### config.mk
export PLATFORM = sky130hd
export DESIGN_NAME = lom_ctrl
export DESIGN_NICKNAME = d
export VERILOG_FILES = /design/src/sv/limit_order_matcher_unit_macros.svh /design/src/sv/lom_pkg.sv /design/src/sv/lom_ctrl.sv
export SDC_FILE = /design/constraint.sdc
export NUM_CORES = 1
export LEC_CHECK = 0
export BUFFER_PORTS_ARGS = -buffer_cell sky130_fd_sc_hd__buf_2
export CAP_MARGIN = 15
export CORE_MARGIN = 2
export CORE_UTILIZATION = 50
export CTS_BUF_LIST = sky130_fd_sc_hd__clkbuf_8
export CTS_CLUSTER_DIAMETER = 200
export DETAILED_ROUTE_END_ITERATION = 10
export PLACE_DENSITY = 0.76
export SLEW_MARGIN = 15
export SYNTH_ARGS = -nofsm -noshare
export SYNTH_HDL_FRONTEND = slang
export SYNTH_SLANG_ARGS = --single-unit
### constraint.sdc
create_clock -name i_clk -period 5 [get_ports i_clk]
set_input_delay 0.75 -clock i_clk [delete_from_list [all_inputs] [get_ports i_clk]]
set_output_delay 0.75 -clock i_clk [all_outputs]
set_load 0.1 [all_outputs]
### src/sv/limit_order_matcher_unit_macros.svh
// Assertion macros for the limit order matcher.
// Included by the top level only; no dependencies.
`ifndef LIMIT_ORDER_MATCHER_UNIT_MACROS_SVH
`define LIMIT_ORDER_MATCHER_UNIT_MACROS_SVH
// Assert an implication on the next cycle, gated by reset.
`define LOM_ASSERT_NEXT(label, clk, rst_n, cond, expr, msg) \
    label: assert property (@(posedge clk) disable iff (!rst_n) (cond) |=> (expr)) \
        else $error(msg);
// Assert an implication in the same cycle, gated by reset.
`define LOM_ASSERT_SAME(label, clk, rst_n, cond, expr, msg) \
    label: assert property (@(posedge clk) disable iff (!rst_n) (cond) |-> (expr)) \
        else $error(msg);
`endif

### src/sv/lom_pkg.sv
// Shared constants and controller/datapath interface types for the matcher.
// No dependencies.
package lom_pkg;
    localparam int ORDERS_PER_SIDE = 32;
    localparam int PRICE_BITS      = 16;
    localparam int SLOTS           = 2 * ORDERS_PER_SIDE;
    localparam int SIDX_W          = $clog2(ORDERS_PER_SIDE);
    localparam int SCNT_W          = $clog2(ORDERS_PER_SIDE + 1);
    localparam int SLOT_W          = $clog2(SLOTS);

    // Commands from controller to datapath
    typedef struct packed {
        logic load;       // capture incoming order
        logic scan_clr;   // restart a side scan
        logic scan_step;  // examine one entry
        logic scan_opp;   // scan the side opposite the order
        logic scan_bid;   // side being scanned when not scan_opp (1: bids)
        logic fill;       // apply fill to the best entry found
        logic rest;       // place remainder in free slot
        logic drop;       // flag remainder as dropped
        logic emit_trade;
        logic emit_sum;
        logic save_bid;   // latch scan result as top bid
        logic save_ask;
    } t_cmd;

    typedef struct packed {
        logic scan_done;
        logic match_ok;   // best found and price crosses and qty > 0
        logic qty_zero;
        logic free_found;
    } t_status;
endpackage

### src/sv/lom_ctrl.sv
// Controller state machine of the matcher: sequences scans, fills, rest and summary.
// Depends on lom_pkg.
module lom_ctrl import lom_pkg::*; (
    input  logic    i_clk,
    input  logic    i_rst_n,
    input  logic    i_start,
    input  t_status i_st,
    output t_cmd    o_cmd,
    output logic    o_busy
);
    typedef enum logic [6:0] {
        S_IDLE  = 7'b0000001,
        S_MSCAN = 7'b0000010,
        S_MDEC  = 7'b0000100,
        S_REST  = 7'b0001000,
        S_BSCAN = 7'b0010000,
        S_ASCAN = 7'b0100000,
        S_SUM   = 7'b1000000
    } t_state;

    t_state r_state, n_state;
    logic [SCNT_W-1:0] r_nfill, n_nfill;

    always_ff @(posedge i_clk) begin
        if (!i_rst_n) begin
            r_state <= S_IDLE;
            r_nfill <= '0;
        end else begin
            r_state <= n_state;
            r_nfill <= n_nfill;
        end
    end

    // the datapath knows the order's side; match scans just ask for the opposite one
    always_comb begin
        n_state = r_state;
        n_nfill = r_nfill;
        o_cmd   = '0;
        unique case (r_state)
            S_IDLE: begin
                if (i_start) begin
                    o_cmd.load     = 1'b1;
                    o_cmd.scan_clr = 1'b1;
                    n_nfill        = '0;
                    n_state        = S_MSCAN;
                end
            end
            S_MSCAN: begin
                o_cmd.scan_step = 1'b1;
                o_cmd.scan_opp  = 1'b1;
                if (i_st.scan_done) n_state = S_MDEC;
            end
            S_MDEC: begin
                if (i_st.match_ok && (r_nfill != SCNT_W'(ORDERS_PER_SIDE))) begin
                    o_cmd.fill       = 1'b1;
                    o_cmd.emit_trade = 1'b1;
                    o_cmd.scan_clr   = 1'b1;
                    n_nfill          = r_nfill + 1'b1;
                    n_state          = S_MSCAN;
                end else begin
                    n_state = S_REST;
                end
            end
            S_REST: begin
                if (!i_st.qty_zero) begin
                    if (i_st.free_found) o_cmd.rest = 1'b1;
                    else                 o_cmd.drop = 1'b1;
                end
                o_cmd.scan_clr = 1'b1;
                n_state        = S_BSCAN;
            end
            S_BSCAN: begin
                o_cmd.scan_step = 1'b1;
                o_cmd.scan_bid  = 1'b1;
                if (i_st.scan_done) begin
                    o_cmd.save_bid = 1'b1;
                    o_cmd.scan_clr = 1'b1;
                    n_state        = S_ASCAN;
                end
            end
            S_ASCAN: begin
                o_cmd.scan_step = 1'b1;
                o_cmd.scan_bid  = 1'b0;
                if (i_st.scan_done) begin
                    o_cmd.save_ask = 1'b1;
                    n_state        = S_SUM;
                end
            end
            S_SUM: begin
                o_cmd.emit_sum = 1'b1;
                n_state        = S_IDLE;
            end
            default: n_state = S_IDLE;
        endcase
    end

    assign o_busy = (r_state != S_IDLE);
endmodule

==> impl_metrics.py, run 1 <==
metrics = {
    "outcome": {
        "status": "complete, no violations",
    },
    "power": {
        "intPower_mw": 0.1934,
        "leakagePower_nw": 0.4657,
        "pwr-share-clk_pct": 26.6,
        "power_density_nw_per_um2": 331.5,
        "pwr-share-seq_pct": 33.9,
        "switching_share_pct": 45.07,
        "fin_total_pwr_mw": 0.3521,
        "combPwrFrac_pct": 39.5,
        "ir_drop_uv": 200.9,
        "power_switching_mw": 0.1587,
    },
    "min_path": {
        "min_from": "r_nfill[1]$_SDFFE_PN0P_",
        "hold_depth": 2,
        "holdPathEnd": "r_nfill[1]$_SDFFE_PN0P_",
        "hold_path.class": "reg -> reg",
    },
    "logic_synthesis": {
        "async_reset_ff_share_pct": 0,
        "synth_top_area_share_pct": 28.26,
        "ys_seq_area_share_pct": 28.26,
        "synth.top_cells.by_area": "dfxtp_1 (28%), nand2_1 (5.3%), o21ai_0 (3.8%)",
        "synth_cell_types": 44,
        "synth_simple_gate_area_share_pct": 35.60,
        "synth_top_cell_by_area": "dfxtp_1",
        "ys_ff_latch": 13,
        "syn_area_um2": 920.9,
        "synth_compound_area_share_pct": 23.51,
        "synthMuxAreaShare_pct": 1.087,
        "ys_top_cells_by_count": "dfxtp_1 (13), nand2_1 (13), inv_1 (9)",
        "synthFlopType": "dfxtp_1",
        "syn_inst": 117,
        "synth-edff-count": 0,
        "yosys_warnings": 0,
        "synthesis.nets": 126,
        "synth.avg_cell_area_um2": 7.871,
        "synthXorXnorAreaFrac_pct": 1.902,
        "synth_top_family_by_area": "simple AND/OR/NAND/NOR gates",
        "synth_fa_ha_area_share_pct": 2.717,
    },
    "place": {
        "gp_congestion": 0.8288,
        "numPortBuffers": 19,
        "post_dp_cell_area_um2": 1017,
        "hpwlAfterDp_um": 1760,
        "dpl.cell_count": 156,
    },
    "setup_path": {
        "cp.depth": 3,
        "critPathMaxStageDelay_ns": 0.54,
        "crit_family": "simple AND/OR/NAND/NOR gates",
        "timing.rr.start": "r_state[2]$_SDFFE_PN0P_",
        "startpoint": "r_state[2]$_SDFFE_PN0P_",
        "timing.rr.end": "r_nfill[4]$_SDFFE_PN0P_",
        "worst_path_max_delay_cell": "or4b_4",
        "path_cells": "or4b_4, a2111oi_4, buf_2",
        "rrSetupSlack_ns": 3.11,
        "end_kind": "output port",
        "cp.required_ns": 4.25,
        "critPathKind": "reg -> out",
        "reg2reg_depth": 4,
        "start_kind": "flop",
        "worstPathArrival_ns": 2.29,
        "cp_max_fo": 7,
        "critPathBufInv": 1,
    },
    "detailed_routing": {
        "drtIter0Drc": 18,
        "dr_wl_met3_um": 66,
        "drc": 0,
        "wl_per_cell_um": 14.57,
        "dr_wl_met2_um": 1093,
        "dr_total_vias": 934,
        "highest_layer": "met4",
        "detail-route-antenna-nets": 0,
        "routed_via_density": 5.838,
        "dr.pass1.iters": 4,
        "drt-total-wl_um": 2331,
        "met1Wirelength_um": 1149,
    },
    "cells_and_area": {
        "fill_cells": 166,
        "regArea_um2": 260.3,
        "layout.nets": 145,
        "design_area_um2": 1062,
        "syn_to_final_growth_pct": 15.35,
        "layoutNonFillerInstCount": 160,
        "n_antenna_cell": 0,
        "multi_input_area_um2": 596.8,
        "drive_gt1_share_pct": 19.26,
    },
    "sta": {
        "min_period_over_period_pct": 60.83,
        "final.setup_skew_ns": 0.004269,
        "clock.fmax_mhz": 328.8,
        "relSlewSlack_pct": 48.88,
        "setup_viol": 0,
        "drv_slew": 0,
        "post-route-min-period_ns": 3.041,
        "fin_setup_tns_ns": 0,
        "worst_slew_pin_slew_ns": 0.7561,
        "rsz0062_at_grt": "no",
        "finalHoldViolCount": 0,
    },
    "clock_network": {
        "cts_root_buffer": "clkbuf_8",
        "cts_buffer_depth": 2,
        "cts_tree": "yes",
        "postCtsResizedCells": 0,
        "clock_sink_count": 13,
        "htreeDepth": 1,
        "numCtsBuffers": 3,
        "cts-hold-fix-buffers": 0,
        "post_cts_buffers": 0,
        "insertion_delay_ns": 0.24,
        "clk_pin_slew_worst_paths_ns": 0.06,
    },
    "global_routing": {
        "grt_max_degree": 14,
        "overflow": 0,
        "grt_pass1_vias": 807,
        "gr-usage-all-layers_pct": 23.17,
        "grt_pass1_wl_um": 3650,
        "antenna_found_initial": 0,
    },
    "die": {
        "initial_core_util_pct": 53.33,
        "die_w_um": 46.92,
        "io_pins": 20,
        "die_h_um": 46.92,
        "dieArea_um2": 2201,
        "core_um2": 1727,
        "rows": 15,
    },
    "job": {
        "max_cap_violations": 0,
    },
}
routing by layer:
metal	GRT usage, %	up-vias
li1	-	469
met1	33.18	447
met2	35.89	16
met3	3.846	2
met4	6.667	0
met5	0	-
how the worst max path moves through the flow:
stage	end	slack (ns)
finish	o_cmd[6]	1.96
CTS	o_cmd[10]	1.99
global route	o_cmd[10]	1.80
global placement	o_cmd[10]	2.24
detailed placement	o_cmd[10]	2.24
floorplan	o_cmd[5]	0.86
kinds of logic (layout without fill, tap and decap cells):
| kind of cell | Yosys count | after routing |
|---|---|---|
| AO/OA/AOI/OAI | 29 | 29 |
| XOR/XNOR | 2 | 2 |
| adder cells (fa/ha/maj) | 2 | 2 |
| buffers and inverters | 14 | 32 |
| flip-flops | 13 | 13 |
| multiplexers | 1 | 1 |
| AND/OR/NAND/NOR | 56 | 56 |
stage by stage:
stage	util [%]	worst slack, ns	hold slack, ns
6_report	61.52	1.959	0.5020
5_1_grt	61.52	1.797	0.5154
4_1_cts	61.52	1.990	0.5039
3_5_place_dp	58.91	2.243	0.4941
3_3_place_gp	58.91	2.237	0.4873
2_1_floorplan	-	0.8571	0.4619
placed cells by master, fill, tap and decap left out, types with 2 or more instances in the layout:
cell,count
dfxtp_1,13
ha_1,2
and4_1,2
xor2_1,2
nand3_1,5
clkbuf_8,3
nand2_1,13
nor3b_1,3
nor2b_1,5
inv_1,10
and2_1,3
o21ai_1,4
and3_1,4
nor2_1,5
o211ai_1,2
o21ai_0,7
nor3_1,5
a21oi_1,4
buf_2,19
sequential cells by signal (all words and copies together), names as in the netlist:
name	count
r_state	7
r_nfill	6
power groups by stage:
stage	clock [mW]	combinational, mW	sequential (mW)
final	0.0936	0.139	0.119
after global placement	0	0.139	0.121
after detailed placement	0	0.138	0.121
after CTS	0.0945	0.138	0.119
after floorplan	0	0.125	0.115
after global routing	0.0992	0.148	0.121
layout make-up:
cell class              count  share of cell area (%)
flip-flops and latches     13                   24.50
clock buffers               3                   3.887
inverters                   9                   3.180
multi-input cells          90                   56.18
clock inverters             1                  0.3534
repair buffers             19                   8.952
well taps                  25                   2.945
worst min-delay path, stage by stage (launching register included):
cell and delay, ns:
dfxtp_1 0.34, nand2_1 0.06, mux2i_1 0.06
(Power assumes the default switching activity.)
==> run 2: changes to the inputs <==
Settings changed: ABC_AREA set to 1, PLACE_DENSITY 0.76 to 0.77.
Clock period 5 ns to 3 ns, I/O delays scaled along.
==> run 2 against run 1 <==
Effect of this change:
- synthesized area decreased by 6.1%
- setup slack got worse by 1.3 ns
- clock skew decreased by 0.0021 ns
- register-to-register slack got worse by 1.5 ns
- first-iteration DRC count increased by 72%
- total power increased by 77%
- wire length decreased by 20%
- highest routed layer unchanged
- combinational power increased by 89%
- sequential share of layout area increased by 0.99 points
- synthesized cell count increased by 12%
- critical path type unchanged
- utilization decreased by 0.40 points
- largest power group unchanged
==> impl_metrics.py, run 2 <==
metrics = {
    "place": {
        "gp_congestion": 0.9006,
        "dpl.cell_count": 165,
        "hpwlAfterDp_um": 1511,
        "numPortBuffers": 19,
    },
    "sta": {
        "rsz0062_at_grt": "no",
        "post-route-min-period_ns": 2.330,
        "drv_slew": 0,
        "setup_viol": 0,
        "clock.fmax_mhz": 429.3,
        "min_period_over_period_pct": 77.65,
        "final.setup_skew_ns": 0.002148,
        "fin_setup_tns_ns": 0,
        "worst_slew_pin_slew_ns": 0.4846,
        "relSlewSlack_pct": 67.91,
        "fin_hold_ws_ns": 0.4366,
        "finalHoldViolCount": 0,
    },
    "die": {
        "die_h_um": 45.59,
        "dieArea_um2": 2078,
        "die_w_um": 45.59,
        "initial_core_util_pct": 51.76,
        "io_pins": 20,
        "core_um2": 1670,
        "rows": 15,
    },
    "detailed_routing": {
        "dr_total_vias": 881,
        "detail-route-antenna-nets": 0,
        "drc": 0,
        "routed_via_density": 5.213,
        "drt-total-wl_um": 1863,
        "dr_wl_met3_um": 46,
        "highest_layer": "met4",
        "dr_wl_met2_um": 1018,
        "drtIter0Drc": 31,
        "dr.pass1.iters": 4,
        "wl_per_cell_um": 11.02,
        "met1Wirelength_um": 787,
    },
    "global_routing": {
        "grt_max_degree": 10,
        "overflow": 0,
        "grt_pass1_wl_um": 3077,
        "grt_pass1_vias": 763,
        "antenna_found_initial": 0,
        "gr-usage-all-layers_pct": 20.69,
    },
    "logic_synthesis": {
        "synthesis.nets": 140,
        "ys_seq_area_share_pct": 30.10,
        "synth_most_common_cell": "nor2_1",
        "ys_ff_latch": 13,
        "synthFlopType": "dfxtp_1",
        "yosys_warnings": 0,
        "synth.avg_cell_area_um2": 6.600,
        "syn_inst": 131,
        "syn_area_um2": 864.6,
        "synth_top_cell_by_area": "dfxtp_1",
        "synth_top_area_share_pct": 30.10,
        "synth.top_cells.by_area": "dfxtp_1 (30%), nor2_1 (11%), inv_1 (9.1%)",
        "ys_top_cells_by_count": "nor2_1 (25), inv_1 (21), nand2_1 (21)",
        "async_reset_ff_share_pct": 0,
        "synth_cell_types": 27,
        "synth-edff-count": 0,
    },
    "setup_path": {
        "end_kind": "output port",
        "timing.rr.end": "r_nfill[5]$_SDFFE_PN0P_",
        "cp.required_ns": 2.55,
        "start_kind": "flop",
        "rrSetupSlack_ns": 1.65,
        "worstPathArrival_ns": 1.88,
        "reg2reg_depth": 8,
        "cp_max_fo": 7,
        "timing.rr.start": "r_nfill[0]$_SDFFE_PN0P_",
        "critPathKind": "reg -> out",
    },
    "clock_network": {
        "cts_root_buffer": "clkbuf_8",
        "htreeDepth": 1,
        "cts_buffer_depth": 2,
        "post_cts_buffers": 0,
        "clock_sink_count": 13,
        "postCtsResizedCells": 0,
        "cts-hold-fix-buffers": 0,
        "insertion_delay_ns": 0.24,
        "clk_pin_slew_worst_paths_ns": 0.06,
        "numCtsBuffers": 3,
        "cts_tree": "yes",
    },
    "outcome": {
        "status": "complete, no violations",
    },
    "cells_and_area": {
        "reg_top3": "r_state: 7 flops, r_nfill: 6 flops",
        "n_antenna_cell": 0,
        "layout.nets": 162,
        "syn_to_final_growth_pct": 18.09,
        "largest_reg_flops": 7,
        "post-route-util_pct": 61.12,
        "layout_common_cells": "nor2_1 (24), inv_1 (22), nand2_1 (21), buf_2 (19), dfxtp_1 (13)",
        "layoutNonFillerInstCount": 169,
        "drive_gt1_share_pct": 26.32,
        "top_register": "r_state",
        "fill_cells": 167,
        "final_common_cell": "nor2_1",
    },
    "power": {
        "fin_total_pwr_mw": 0.6246,
        "power_density_nw_per_um2": 611.7,
        "leakagePower_nw": 0.5880,
        "ir_drop_uv": 329.2,
    },
    "min_path": {
        "hold_depth": 2,
        "hold_path.class": "in -> reg",
        "min_from": "i_st[2]",
        "holdPathEnd": "r_state[3]$_SDFFE_PN0P_",
    },
    "job": {
        "max_cap_violations": 0,
    },
}
## run 2: cell count changes in the layout (fill, tap and decap cells not counted), sizes merged, moves of 5 or more
cell,delta
nor2,+25
nand3,+11
inv,+16
nor2b,-5
o21ai,-6
nand2,+10
## run 2: cell type report
cell class / instances / area, µm² / share of cell area (%)
multi-input combinational: 91 / 505.5 / 49.51
sequential: 13 / 260.3 / 25.49
timing repair buffer: 19 / 95.09 / 9.314
inverter: 25 / 93.84 / 9.191
clock buffer: 3 / 41.29 / 4.044
tap: 17 / 21.27 / 2.083
clock inverter: 1 / 3.754 / 0.3676
## run 2: stage by stage
step                instance area (µm²)  setup slack, ns
CTS                                1021           0.6589
global route                       1021           0.5488
global placement                  975.9           0.9487
detailed placement                975.9           0.9242
floorplan                         872.1           0.1302
finish                             1021           0.6705
## run 2: power by group
| group | total [mW] | switching, mW | internal, mW |
|---|---|---|---|
| Clock | 0.151 | 0.0611 | 0.0903 |
| Sequential | 0.210 | 0.0189 | 0.191 |
| Combinational | 0.263 | 0.205 | 0.0586 |
| Total | 0.625 | 0.285 | 0.340 |
## run 2: cells by family after synthesis
family	Yosys count	synth area share, %
AND/OR/NAND/NOR	76	45.30
buffers and inverters	27	12.30
flip-flops	13	30.10
AO/OA/AOI/OAI	10	6.367
XOR/XNOR	3	3.040
adder cells (fa/ha/maj)	2	2.894
## run 2: worst max-delay path by stage
stage	start	depth (start not counted)	end	slack [ns]
3_3_place_gp	r_state[2]$_SDFFE_PN0P_	8	o_cmd[10]	0.95
5_1_grt	r_nfill[0]$_SDFFE_PN0P_	8	o_cmd[10]	0.55
6_report	r_nfill[0]$_SDFFE_PN0P_	8	o_cmd[10]	0.67
4_1_cts	r_nfill[0]$_SDFFE_PN0P_	8	o_cmd[10]	0.66
3_5_place_dp	r_nfill[0]$_SDFFE_PN0P_	8	o_cmd[10]	0.92
2_1_floorplan	r_state[3]$_SDFFE_PN0P_	6	o_cmd[10]	0.13
## run 2: layer usage
| metal | vias up | GRT usage (%) |
|---|---|---|
| li1 | 449 | - |
| met1 | 416 | 24.57 |
| met2 | 14 | 36.06 |
| met3 | 2 | 3.571 |
| met4 | 0 | 8.824 |
| met5 | - | 0 |
## run 2: worst max-delay path, stage by stage, from the launching register on
cell	delay [ns]
dfxtp_1	0.39
inv_1	0.06
ha_1	0.20
nand3_1	0.15
nand3_4	0.12
nand2_4	0.12
inv_2	0.07
nand3b_1	0.10
buf_2	0.43
